### src/sv/kar_pkg.sv
// Shared types and constants for the key auto-repeat scanner.
package kar_pkg;

	// Fixed field widths of the stream payloads
	localparam int FIELD_W   = 14;
	localparam int ELAPSED_W = 16;
	localparam int CFG_W     = 16;

	// Stream payload layout, lowest bits first
	localparam int PHYS_LSB   = 0;
	localparam int INJ_LSB    = PHYS_LSB + FIELD_W;
	localparam int ELAP_LSB   = INJ_LSB + FIELD_W;
	localparam int IN_USED_W  = ELAP_LSB + ELAPSED_W;
	localparam int IN_TDATA_W = ((IN_USED_W + 7) / 8) * 8;

	localparam int HELD_LSB    = 0;
	localparam int PRESS_LSB   = HELD_LSB + FIELD_W;
	localparam int RPT_LSB     = PRESS_LSB + FIELD_W;
	localparam int OUT_USED_W  = RPT_LSB + FIELD_W;
	localparam int OUT_TDATA_W = ((OUT_USED_W + 7) / 8) * 8;

	// Parameter defaults
	localparam int NUM_KEYS_DEF  = 14;
	localparam int TIME_BITS_DEF = 16;

	// APB register map
	localparam int APB_ADDR_W = 3;
	localparam int APB_DATA_W = 32;
	localparam logic REG_DELAY  = 1'b0;
	localparam logic REG_PERIOD = 1'b1;

	localparam logic [CFG_W-1:0] DELAY_RST  = 16'd400;
	localparam logic [CFG_W-1:0] PERIOD_RST = 16'd90;

	typedef struct packed {
		logic [CFG_W-1:0] delay;
		logic [CFG_W-1:0] period;
	} cfg_t;

	// Per-key update control from the scanner to each key cell
	typedef struct packed {
		logic upd;      // frame advances this cycle
		logic held;     // key held this frame
		logic was_held; // key held in previous frame
	} key_ctl_t;

endpackage

### src/sv/kar_cfg_regs.sv
// APB register file for the repeat delay and period.
module kar_cfg_regs (
	input  logic                              clk,
	input  logic                              arst_n,
	input  logic                              psel,
	input  logic                              penable,
	input  logic                              pwrite,
	input  logic [kar_pkg::APB_ADDR_W-1:0]    paddr,
	input  logic [kar_pkg::APB_DATA_W-1:0]    pwdata,
	output logic [kar_pkg::APB_DATA_W-1:0]    prdata,
	output logic                              pready,
	output kar_pkg::cfg_t                     cfg
);
	import kar_pkg::*;

	logic             wr_en;
	logic             reg_sel;
	logic [CFG_W-1:0] delay_q;
	logic [CFG_W-1:0] period_q;

	assign pready  = 1'b1;
	assign wr_en   = psel & penable & pwrite & pready;
	assign reg_sel = paddr[2];

	always_ff @(posedge clk or negedge arst_n) begin
		if (!arst_n) begin
			delay_q  <= DELAY_RST;
			period_q <= PERIOD_RST;
		end else if (wr_en) begin
			case (reg_sel)
				REG_DELAY:  delay_q  <= pwdata[CFG_W-1:0];
				REG_PERIOD: period_q <= pwdata[CFG_W-1:0];
				default:    ;
			endcase
		end
	end

	always_comb begin
		case (reg_sel)
			REG_DELAY:  prdata = APB_DATA_W'(delay_q);
			REG_PERIOD: prdata = APB_DATA_W'(period_q);
			default:    prdata = '0;
		endcase
	end

	assign cfg.delay  = delay_q;
	assign cfg.period = period_q;

endmodule

### src/sv/kar_key_cell.sv
// One key's hold timer and repeat accumulator.
module kar_key_cell #(
	parameter int TIME_BITS = kar_pkg::TIME_BITS_DEF
) (
	input  logic                 clk,
	input  logic                 arst_n,
	input  kar_pkg::key_ctl_t    ctl,
	input  kar_pkg::cfg_t        cfg,
	input  logic [TIME_BITS-1:0] dt,
	output logic                 fire
);
	import kar_pkg::*;

	localparam int CMP_W = (TIME_BITS > CFG_W) ? TIME_BITS : CFG_W;

	logic [TIME_BITS-1:0] hold_q;
	logic [TIME_BITS-1:0] accum_q;
	logic [TIME_BITS:0]   hold_sum;
	logic [TIME_BITS:0]   accum_sum;
	logic [TIME_BITS-1:0] hold_sat;
	logic [TIME_BITS-1:0] accum_sat;
	logic [CMP_W-1:0]     accum_diff;
	logic                 past_delay;
	logic                 period_hit;
	logic [TIME_BITS-1:0] hold_nxt;
	logic [TIME_BITS-1:0] accum_nxt;

	// saturating adds
	assign hold_sum   = {1'b0, hold_q} + {1'b0, dt};
	assign accum_sum  = {1'b0, accum_q} + {1'b0, dt};
	assign hold_sat   = hold_sum[TIME_BITS] ? '1 : hold_sum[TIME_BITS-1:0];
	assign accum_sat  = accum_sum[TIME_BITS] ? '1 : accum_sum[TIME_BITS-1:0];

	assign past_delay = CMP_W'(hold_sat) >= CMP_W'(cfg.delay);
	assign period_hit = CMP_W'(accum_sat) >= CMP_W'(cfg.period);
	assign accum_diff = CMP_W'(accum_sat) - CMP_W'(cfg.period);

	always_comb begin
		hold_nxt  = '0;
		accum_nxt = '0;
		fire      = 1'b0;
		if (ctl.held && !ctl.was_held) begin
			fire = 1'b1;
		end else if (ctl.held) begin
			hold_nxt  = hold_sat;
			accum_nxt = accum_q;
			if (past_delay) begin
				accum_nxt = accum_sat;
				if (period_hit) begin
					// diff fits, accumulator was at least one period
					accum_nxt = accum_diff[TIME_BITS-1:0];
					fire      = 1'b1;
				end
			end
		end
	end

	always_ff @(posedge clk or negedge arst_n) begin
		if (!arst_n) begin
			hold_q  <= '0;
			accum_q <= '0;
		end else if (ctl.upd) begin
			hold_q  <= hold_nxt;
			accum_q <= accum_nxt;
		end
	end

endmodule

### src/sv/key_autorepeat_scanner.sv
// Top level of the key auto-repeat scanner: frame register, key cells, result register.
//
// Channel  Dir  Handshake          Payload
// s_axis   in   tvalid/tready      tdata: physical_keys, injected_keys, elapsed_ms
// m_axis   out  tvalid/tready      tdata: held_keys, pressed_keys, repeat_keys
// apb      in   psel/penable/pready  delay at 0x0, period at 0x4
//
// One frame per cycle sustained while m_tready stays high; a frame's result passes
// through the frame register, then the result register, before it reaches m_axis.
// The key update is one saturating add, compare and subtract per key, all
// keys side by side between the frame register and the result register.
// arst_n clears timers, previous-held map, valids; registers reload defaults.
// A stalled result holds in the result register while one more frame waits
// in the frame register; only then does s_tready drop.
module key_autorepeat_scanner #(
	parameter int NUM_KEYS  = kar_pkg::NUM_KEYS_DEF,
	parameter int TIME_BITS = kar_pkg::TIME_BITS_DEF
) (
	input  logic                              clk,
	input  logic                              arst_n,
	// frame in
	input  logic                              s_tvalid,
	output logic                              s_tready,
	// [13:0] physical_keys, [27:14] injected_keys, [43:28] elapsed_ms, [47:44] zero
	input  logic [kar_pkg::IN_TDATA_W-1:0]    s_tdata,
	// result out
	output logic                              m_tvalid,
	input  logic                              m_tready,
	// [13:0] held_keys, [27:14] pressed_keys, [41:28] repeat_keys, [47:42] zero
	output logic [kar_pkg::OUT_TDATA_W-1:0]   m_tdata,
	// configuration
	input  logic                              psel,
	input  logic                              penable,
	input  logic                              pwrite,
	input  logic [kar_pkg::APB_ADDR_W-1:0]    paddr,
	input  logic [kar_pkg::APB_DATA_W-1:0]    pwdata,
	output logic [kar_pkg::APB_DATA_W-1:0]    prdata,
	output logic                              pready
);
	import kar_pkg::*;

	localparam int CMP_W = (TIME_BITS > ELAPSED_W) ? TIME_BITS : ELAPSED_W;
	localparam logic [TIME_BITS-1:0] TIME_MAX = '1;

	cfg_t cfg;

	// frame register
	logic                 valid_s1;
	logic [IN_USED_W-1:0] frame_s1;

	// result register
	logic                 out_valid_q;
	logic [FIELD_W-1:0]   out_held_q;
	logic [FIELD_W-1:0]   out_press_q;
	logic [FIELD_W-1:0]   out_rpt_q;

	logic                 advance;
	logic                 upd;
	logic [FIELD_W-1:0]   phys;
	logic [FIELD_W-1:0]   inj;
	logic [ELAPSED_W-1:0] elapsed;
	logic [CMP_W-1:0]     elapsed_w;
	logic [CMP_W-1:0]     dt_w;
	logic [TIME_BITS-1:0] dt;

	logic [NUM_KEYS-1:0]  held;
	logic [NUM_KEYS-1:0]  pressed;
	logic [NUM_KEYS-1:0]  fire;
	logic [NUM_KEYS-1:0]  last_held_q;

	logic [FIELD_W-1:0]   held_f;
	logic [FIELD_W-1:0]   press_f;
	logic [FIELD_W-1:0]   rpt_f;

	kar_cfg_regs u_cfg (
		.clk     (clk),
		.arst_n  (arst_n),
		.psel    (psel),
		.penable (penable),
		.pwrite  (pwrite),
		.paddr   (paddr),
		.pwdata  (pwdata),
		.prdata  (prdata),
		.pready  (pready),
		.cfg     (cfg)
	);

	// result register frees when empty or taken; frame register frees when it moves on
	assign advance  = !out_valid_q || m_tready;
	assign upd      = valid_s1 && advance;
	assign s_tready = !valid_s1 || advance;

	always_ff @(posedge clk or negedge arst_n) begin
		if (!arst_n) begin
			valid_s1 <= 1'b0;
		end else if (s_tready) begin
			valid_s1 <= s_tvalid;
		end
	end

	always_ff @(posedge clk) begin
		if (s_tready && s_tvalid) begin
			frame_s1 <= s_tdata[IN_USED_W-1:0];
		end
	end

	assign phys    = frame_s1[PHYS_LSB +: FIELD_W];
	assign inj     = frame_s1[INJ_LSB +: FIELD_W];
	assign elapsed = frame_s1[ELAP_LSB +: ELAPSED_W];

	// clamp elapsed time to the timer range
	assign elapsed_w = CMP_W'(elapsed);
	assign dt_w      = (elapsed_w > CMP_W'(TIME_MAX)) ? CMP_W'(TIME_MAX) : elapsed_w;
	assign dt        = dt_w[TIME_BITS-1:0];

	// keys past the field width never see a press
	for (genvar k = 0; k < NUM_KEYS; k++) begin : g_key
		key_ctl_t ctl;

		if (k < FIELD_W) begin : g_in
			assign held[k] = phys[k] | inj[k];
		end else begin : g_none
			assign held[k] = 1'b0;
		end

		assign ctl.upd      = upd;
		assign ctl.held     = held[k];
		assign ctl.was_held = last_held_q[k];

		kar_key_cell #(
			.TIME_BITS (TIME_BITS)
		) u_cell (
			.clk    (clk),
			.arst_n (arst_n),
			.ctl    (ctl),
			.cfg    (cfg),
			.dt     (dt),
			.fire   (fire[k])
		);
	end

	assign pressed = held & ~last_held_q;

	always_ff @(posedge clk or negedge arst_n) begin
		if (!arst_n) begin
			last_held_q <= '0;
		end else if (upd) begin
			last_held_q <= held;
		end
	end

	// map key bitmaps onto the fixed output fields
	for (genvar j = 0; j < FIELD_W; j++) begin : g_field
		if (j < NUM_KEYS) begin : g_key_bit
			assign held_f[j]  = held[j];
			assign press_f[j] = pressed[j];
			assign rpt_f[j]   = fire[j];
		end else begin : g_zero
			assign held_f[j]  = 1'b0;
			assign press_f[j] = 1'b0;
			assign rpt_f[j]   = 1'b0;
		end
	end

	always_ff @(posedge clk or negedge arst_n) begin
		if (!arst_n) begin
			out_valid_q <= 1'b0;
		end else if (advance) begin
			out_valid_q <= valid_s1;
		end
	end

	always_ff @(posedge clk) begin
		if (upd) begin
			out_held_q  <= held_f;
			out_press_q <= press_f;
			out_rpt_q   <= rpt_f;
		end
	end

	assign m_tvalid = out_valid_q;
	assign m_tdata  = OUT_TDATA_W'({out_rpt_q, out_press_q, out_held_q});

endmodule

### config.mk
export PLATFORM = sky130hd
export DESIGN_NAME = key_autorepeat_scanner
export DESIGN_NICKNAME = d
export VERILOG_FILES = /design/src/sv/kar_pkg.sv /design/src/sv/kar_cfg_regs.sv /design/src/sv/kar_key_cell.sv /design/src/sv/key_autorepeat_scanner.sv
export SDC_FILE = /design/constraint.sdc
export NUM_CORES = 2
export LEC_CHECK = 0
export BUFFER_PORTS_ARGS = -buffer_cell sky130_fd_sc_hd__buf_2
export CORE_ASPECT_RATIO = 1.4
export CORE_MARGIN = 2
export CORE_UTILIZATION = 30
export CTS_CLUSTER_DIAMETER = 100
export DETAILED_ROUTE_END_ITERATION = 8
export HOLD_SLACK_MARGIN = 0.08
export SYNTH_ARGS = -nofsm -noshare
export SYNTH_HDL_FRONTEND = slang
export SYNTH_SLANG_ARGS = --single-unit
### constraint.sdc
create_clock -name clk -period 9.3 [get_ports clk]
set_input_delay 0.93 -clock clk [delete_from_list [all_inputs] [get_ports clk]]
set_output_delay 0.93 -clock clk [all_outputs]
set_load 0.005 [all_outputs]
==> results.json <==
{
  "cap_violations": 0,
  "ys_warn_count": 0,
  "p_total_w": 0.0286,
  "fillCellCount": 20200,
  "synthCells": 6812,
  "clkTransAtPathRegs_ns": 0.06,
  "seq_area_um2": 15000,
  "clock_path_buffers": 3,
  "drc_errors": 0,
  "root_buffer": "clkbuf_16",
  "ant_nets": 0,
  "p_per_area_nw_per_um2": 435,
  "cts_tree": "yes",
  "rows": 192,
  "synth_top_area_share": 0.208,
  "critPathTopFamily": "compound AO/OA/AOI/OAI gates",
  "grt_antenna_before_repair": 19,
  "skew_ns": 0.0387,
  "core_area_um2": 195000,
  "tightest_slew_ns": 1.31,
  "cpPeakStageDelay_ns": 0.89,
  "dp_hpwl_um": 139000,
  "nets": 7997,
  "drive_gt1_frac": 0.0772,
  "io_pins": 173,
  "cp.arrival_ns": 7.52,
  "hold_viol": 0,
  "max_freq_mhz": 144,
  "grt_pass1_vias": 53300,
  "crit_path_max_fanout": 16,
  "post_drt_wl_per_cell_um": 20.9,
  "dieArea_um2": 200000,
  "globalplace.congestion": 0.887,
  "utilization": 0.337,
  "cp_slowest_cell": "edfxtp_1",
  "area_delta_synth_final_pct": 11.9,
  "path_buf_inv": 2,
  "h-tree-depth": 3,
  "drt_pre_antenna_iters": 5,
  "synth_commonest_cells": "896 x ha_1, 696 x nand2_1, 501 x a21oi_1, 499 x o21ai_0, 489 x dfrtp_1",
  "path_class": "reg -> reg",
  "drt-total-wl_um": 202000,
  "vias": 54000,
  "netlist_area_um2": 58800,
  "cts_setup_buffers": 0,
  "async_reset_ff_frac": 0.852,
  "drtIter0Drc": 4001,
  "synth_edf_count": 86,
  "end_kind": "flop",
  "ctsResizeCount": 0,
  "rsz0062_at_grt": "false",
  "grt_max_degree": 161,
  "syn_avg_cell_area_um2": 8.63,
  "slew_violations": 0,
  "initial_core_util": 0.302,
  "grt_usage": 0.198,
  "synth.area.top_cells": "dfrtp_1 21%, ha_1 19%, nand2_1 4.4%",
  "cp_cell_sequence": "buf_4 > ha_1 > a211oi_1 > o21ai_0 > a31oi_1 > o211ai_1 > a21o_1 > a21oi_1 > nor2b_1 > ha_1 > inv_1 > fa_1 > a21o_1 > a221oi_1 > o2bb2ai_1 > nand2_1 > a31oi_1 > o21ai_1 > and2_1 > and3_1 > a211o_1",
  "die_w_um": 378,
  "ctsHoldBuffers": 0,
  "holdCritPathClass": "in -> async",
  "ys_seq_elements": 582,
  "fin_tns_setup_ns": 0,
  "power_leakage_nw": 30.6,
  "synth_most_common_cell": "ha_1",
  "yosysSeqAreaShare": 0.255,
  "required_ns": 9.90,
  "setup_viol": 0,
  "vias_per_cell": 5.59,
  "yosysTopAreaCell": "dfrtp_1",
  "grt_first_pass_wirelength_um": 308000,
  "slew_headroom": 0.126,
  "irDropWorstVdd_mv": 0.183,
  "synth_ff_type": "dfrtp_1",
  "dieHeight_um": 528,
  "grt_overflow": 0,
  "startpoint_type": "flop",
  "fin_crit_sh": 0.745,
  "status": "completed",
  "clkLatencyLatePin_ns": 0.73,
  "final_period_minus_worst_setup_slack_ns": 6.93,
  "synth_cell_types": 93,
  "cts.sinks": 582,
  "portBuffers": 127,
  "numCtsBuffers": 78,
  "multi_input_area_um2": 42300
}
-- worst reg2reg max path: stages, from the launching register on --
cell       delay [ns]
edfxtp_1         0.89
buf_4            0.58
ha_1             0.38
a211oi_1         0.31
o21ai_0          0.16
a31oi_1          0.45
o211ai_1         0.21
a21o_1           0.23
a21oi_1          0.20
nor2b_1          0.20
ha_1             0.21
inv_1            0.07
fa_1             0.42
a21o_1           0.22
a221oi_1         0.39
o2bb2ai_1        0.27
nand2_1          0.10
a31oi_1          0.20
o21ai_1          0.36
and2_1           0.48
and3_1           0.25
a211o_1          0.22
-- cell families (layout without fill, tap and decap cells) --
| logic type | after synthesis | after routing | share of synthesized area |
|---|---|---|---|
| xor+xnor | 477 | 477 | 0.0710 |
| compound gates | 2250 | 2250 | 0.256 |
| buf+inv | 398 | 599 | 0.0274 |
| fa+ha+maj | 938 | 938 | 0.205 |
| simple gates | 2041 | 2041 | 0.163 |
| mux | 124 | 124 | 0.0221 |
| other cells | 2 | 27 | 0.000128 |
| flops | 582 | 582 | 0.255 |
-- state kept, by name, indices dropped and copies added (netlist names) --
register	cells
g_key.u_cell.accum_q	224
g_key.u_cell.hold_q	224
frame_s1	44
u_cfg.delay_q	16
u_cfg.period_q	16
last_held_q	14
out_held_q	14
out_press_q	14
out_rpt_q	14
m_tvalid	1
valid_s1	1
-- worst paths after layout --
check	from	to	slack, ns	cells after the start
setup / recovery	frame_s1[30]	g_key[9].u_cell.accum_q[13]	2.37	21
hold / removal	arst_n	g_key[13].u_cell.accum_q[13]	0.14	1
setup reg to reg	frame_s1[30]	g_key[9].u_cell.accum_q[13]	2.37	21
hold reg to reg	g_key[5].u_cell.accum_q[13]	g_key[5].u_cell.accum_q[13]	0.48	1
max in group asynchronous	arst_n	g_key[11].u_cell.hold_q[4]	7.63	2
min in group clk	s_tdata[10]	frame_s1[10]	0.39	1
-- layout make-up --
type	instances	share of cell area
Antenna cell	4	0.000152
Clock buffer	115	0.0355
Clock inverter	30	0.00694
Inverter	214	0.0122
Multi-Input combinational cell	5853	0.643
Sequential cell	582	0.228
Tap cell	2619	0.0498
Timing Repair Buffer	240	0.0242
-- cells in the final DEF, fill, tap and decap left out, types with 55 or more instances in the layout --
cell and n:
a21o_1 248, nor3_1 158, xnor2_1 280, ha_1 896, nor2_1 481, inv_1 211
a31oi_1 68, nand2b_1 155, edfxtp_1 86, xor2_1 197, nand3_1 121, buf_4 105
clkbuf_16 80, nor2b_1 97, nand4_1 72, o21a_1 122, a211oi_1 85, nand2_1 695
o21ai_0 496, or2_2 55, buf_2 126, mux2i_1 77, a21oi_1 499, dfrtp_1 489
a22o_1 201, o21bai_1 81
-- through the flow --
stage               std cells  cell area, µm²  setup WS (ns)  hold WS (ns)
detailed placement       9508           63000           2.48         0.471
global placement         9508           63000           2.46         0.464
finish                   9657           65800           2.37         0.139
floorplan                6833           58900           2.83         0.450
global route             9654           65800           2.00         0.213
CTS                      9653           65800           2.44         0.168
-- per-layer routing --
| metal | global-route usage | up-vias | share of wire |
|---|---|---|---|
| li1 | - | 25700 | - |
| met1 | 0.255 | 26200 | 0.44 |
| met2 | 0.320 | 1575 | 0.45 |
| met3 | 0.0274 | 455 | 0.061 |
| met4 | 0.103 | 16 | 0.055 |
| met5 | 0 | - | 0.00050 |
-- power breakdown --
part	switching, W	internal [W]
clock	0.00136	0.00200
combinational	0.0123	0.00895
sequential	0.000562	0.00349
total	0.0142	0.0144
Note: power is estimated with default switching activity, not from simulation.
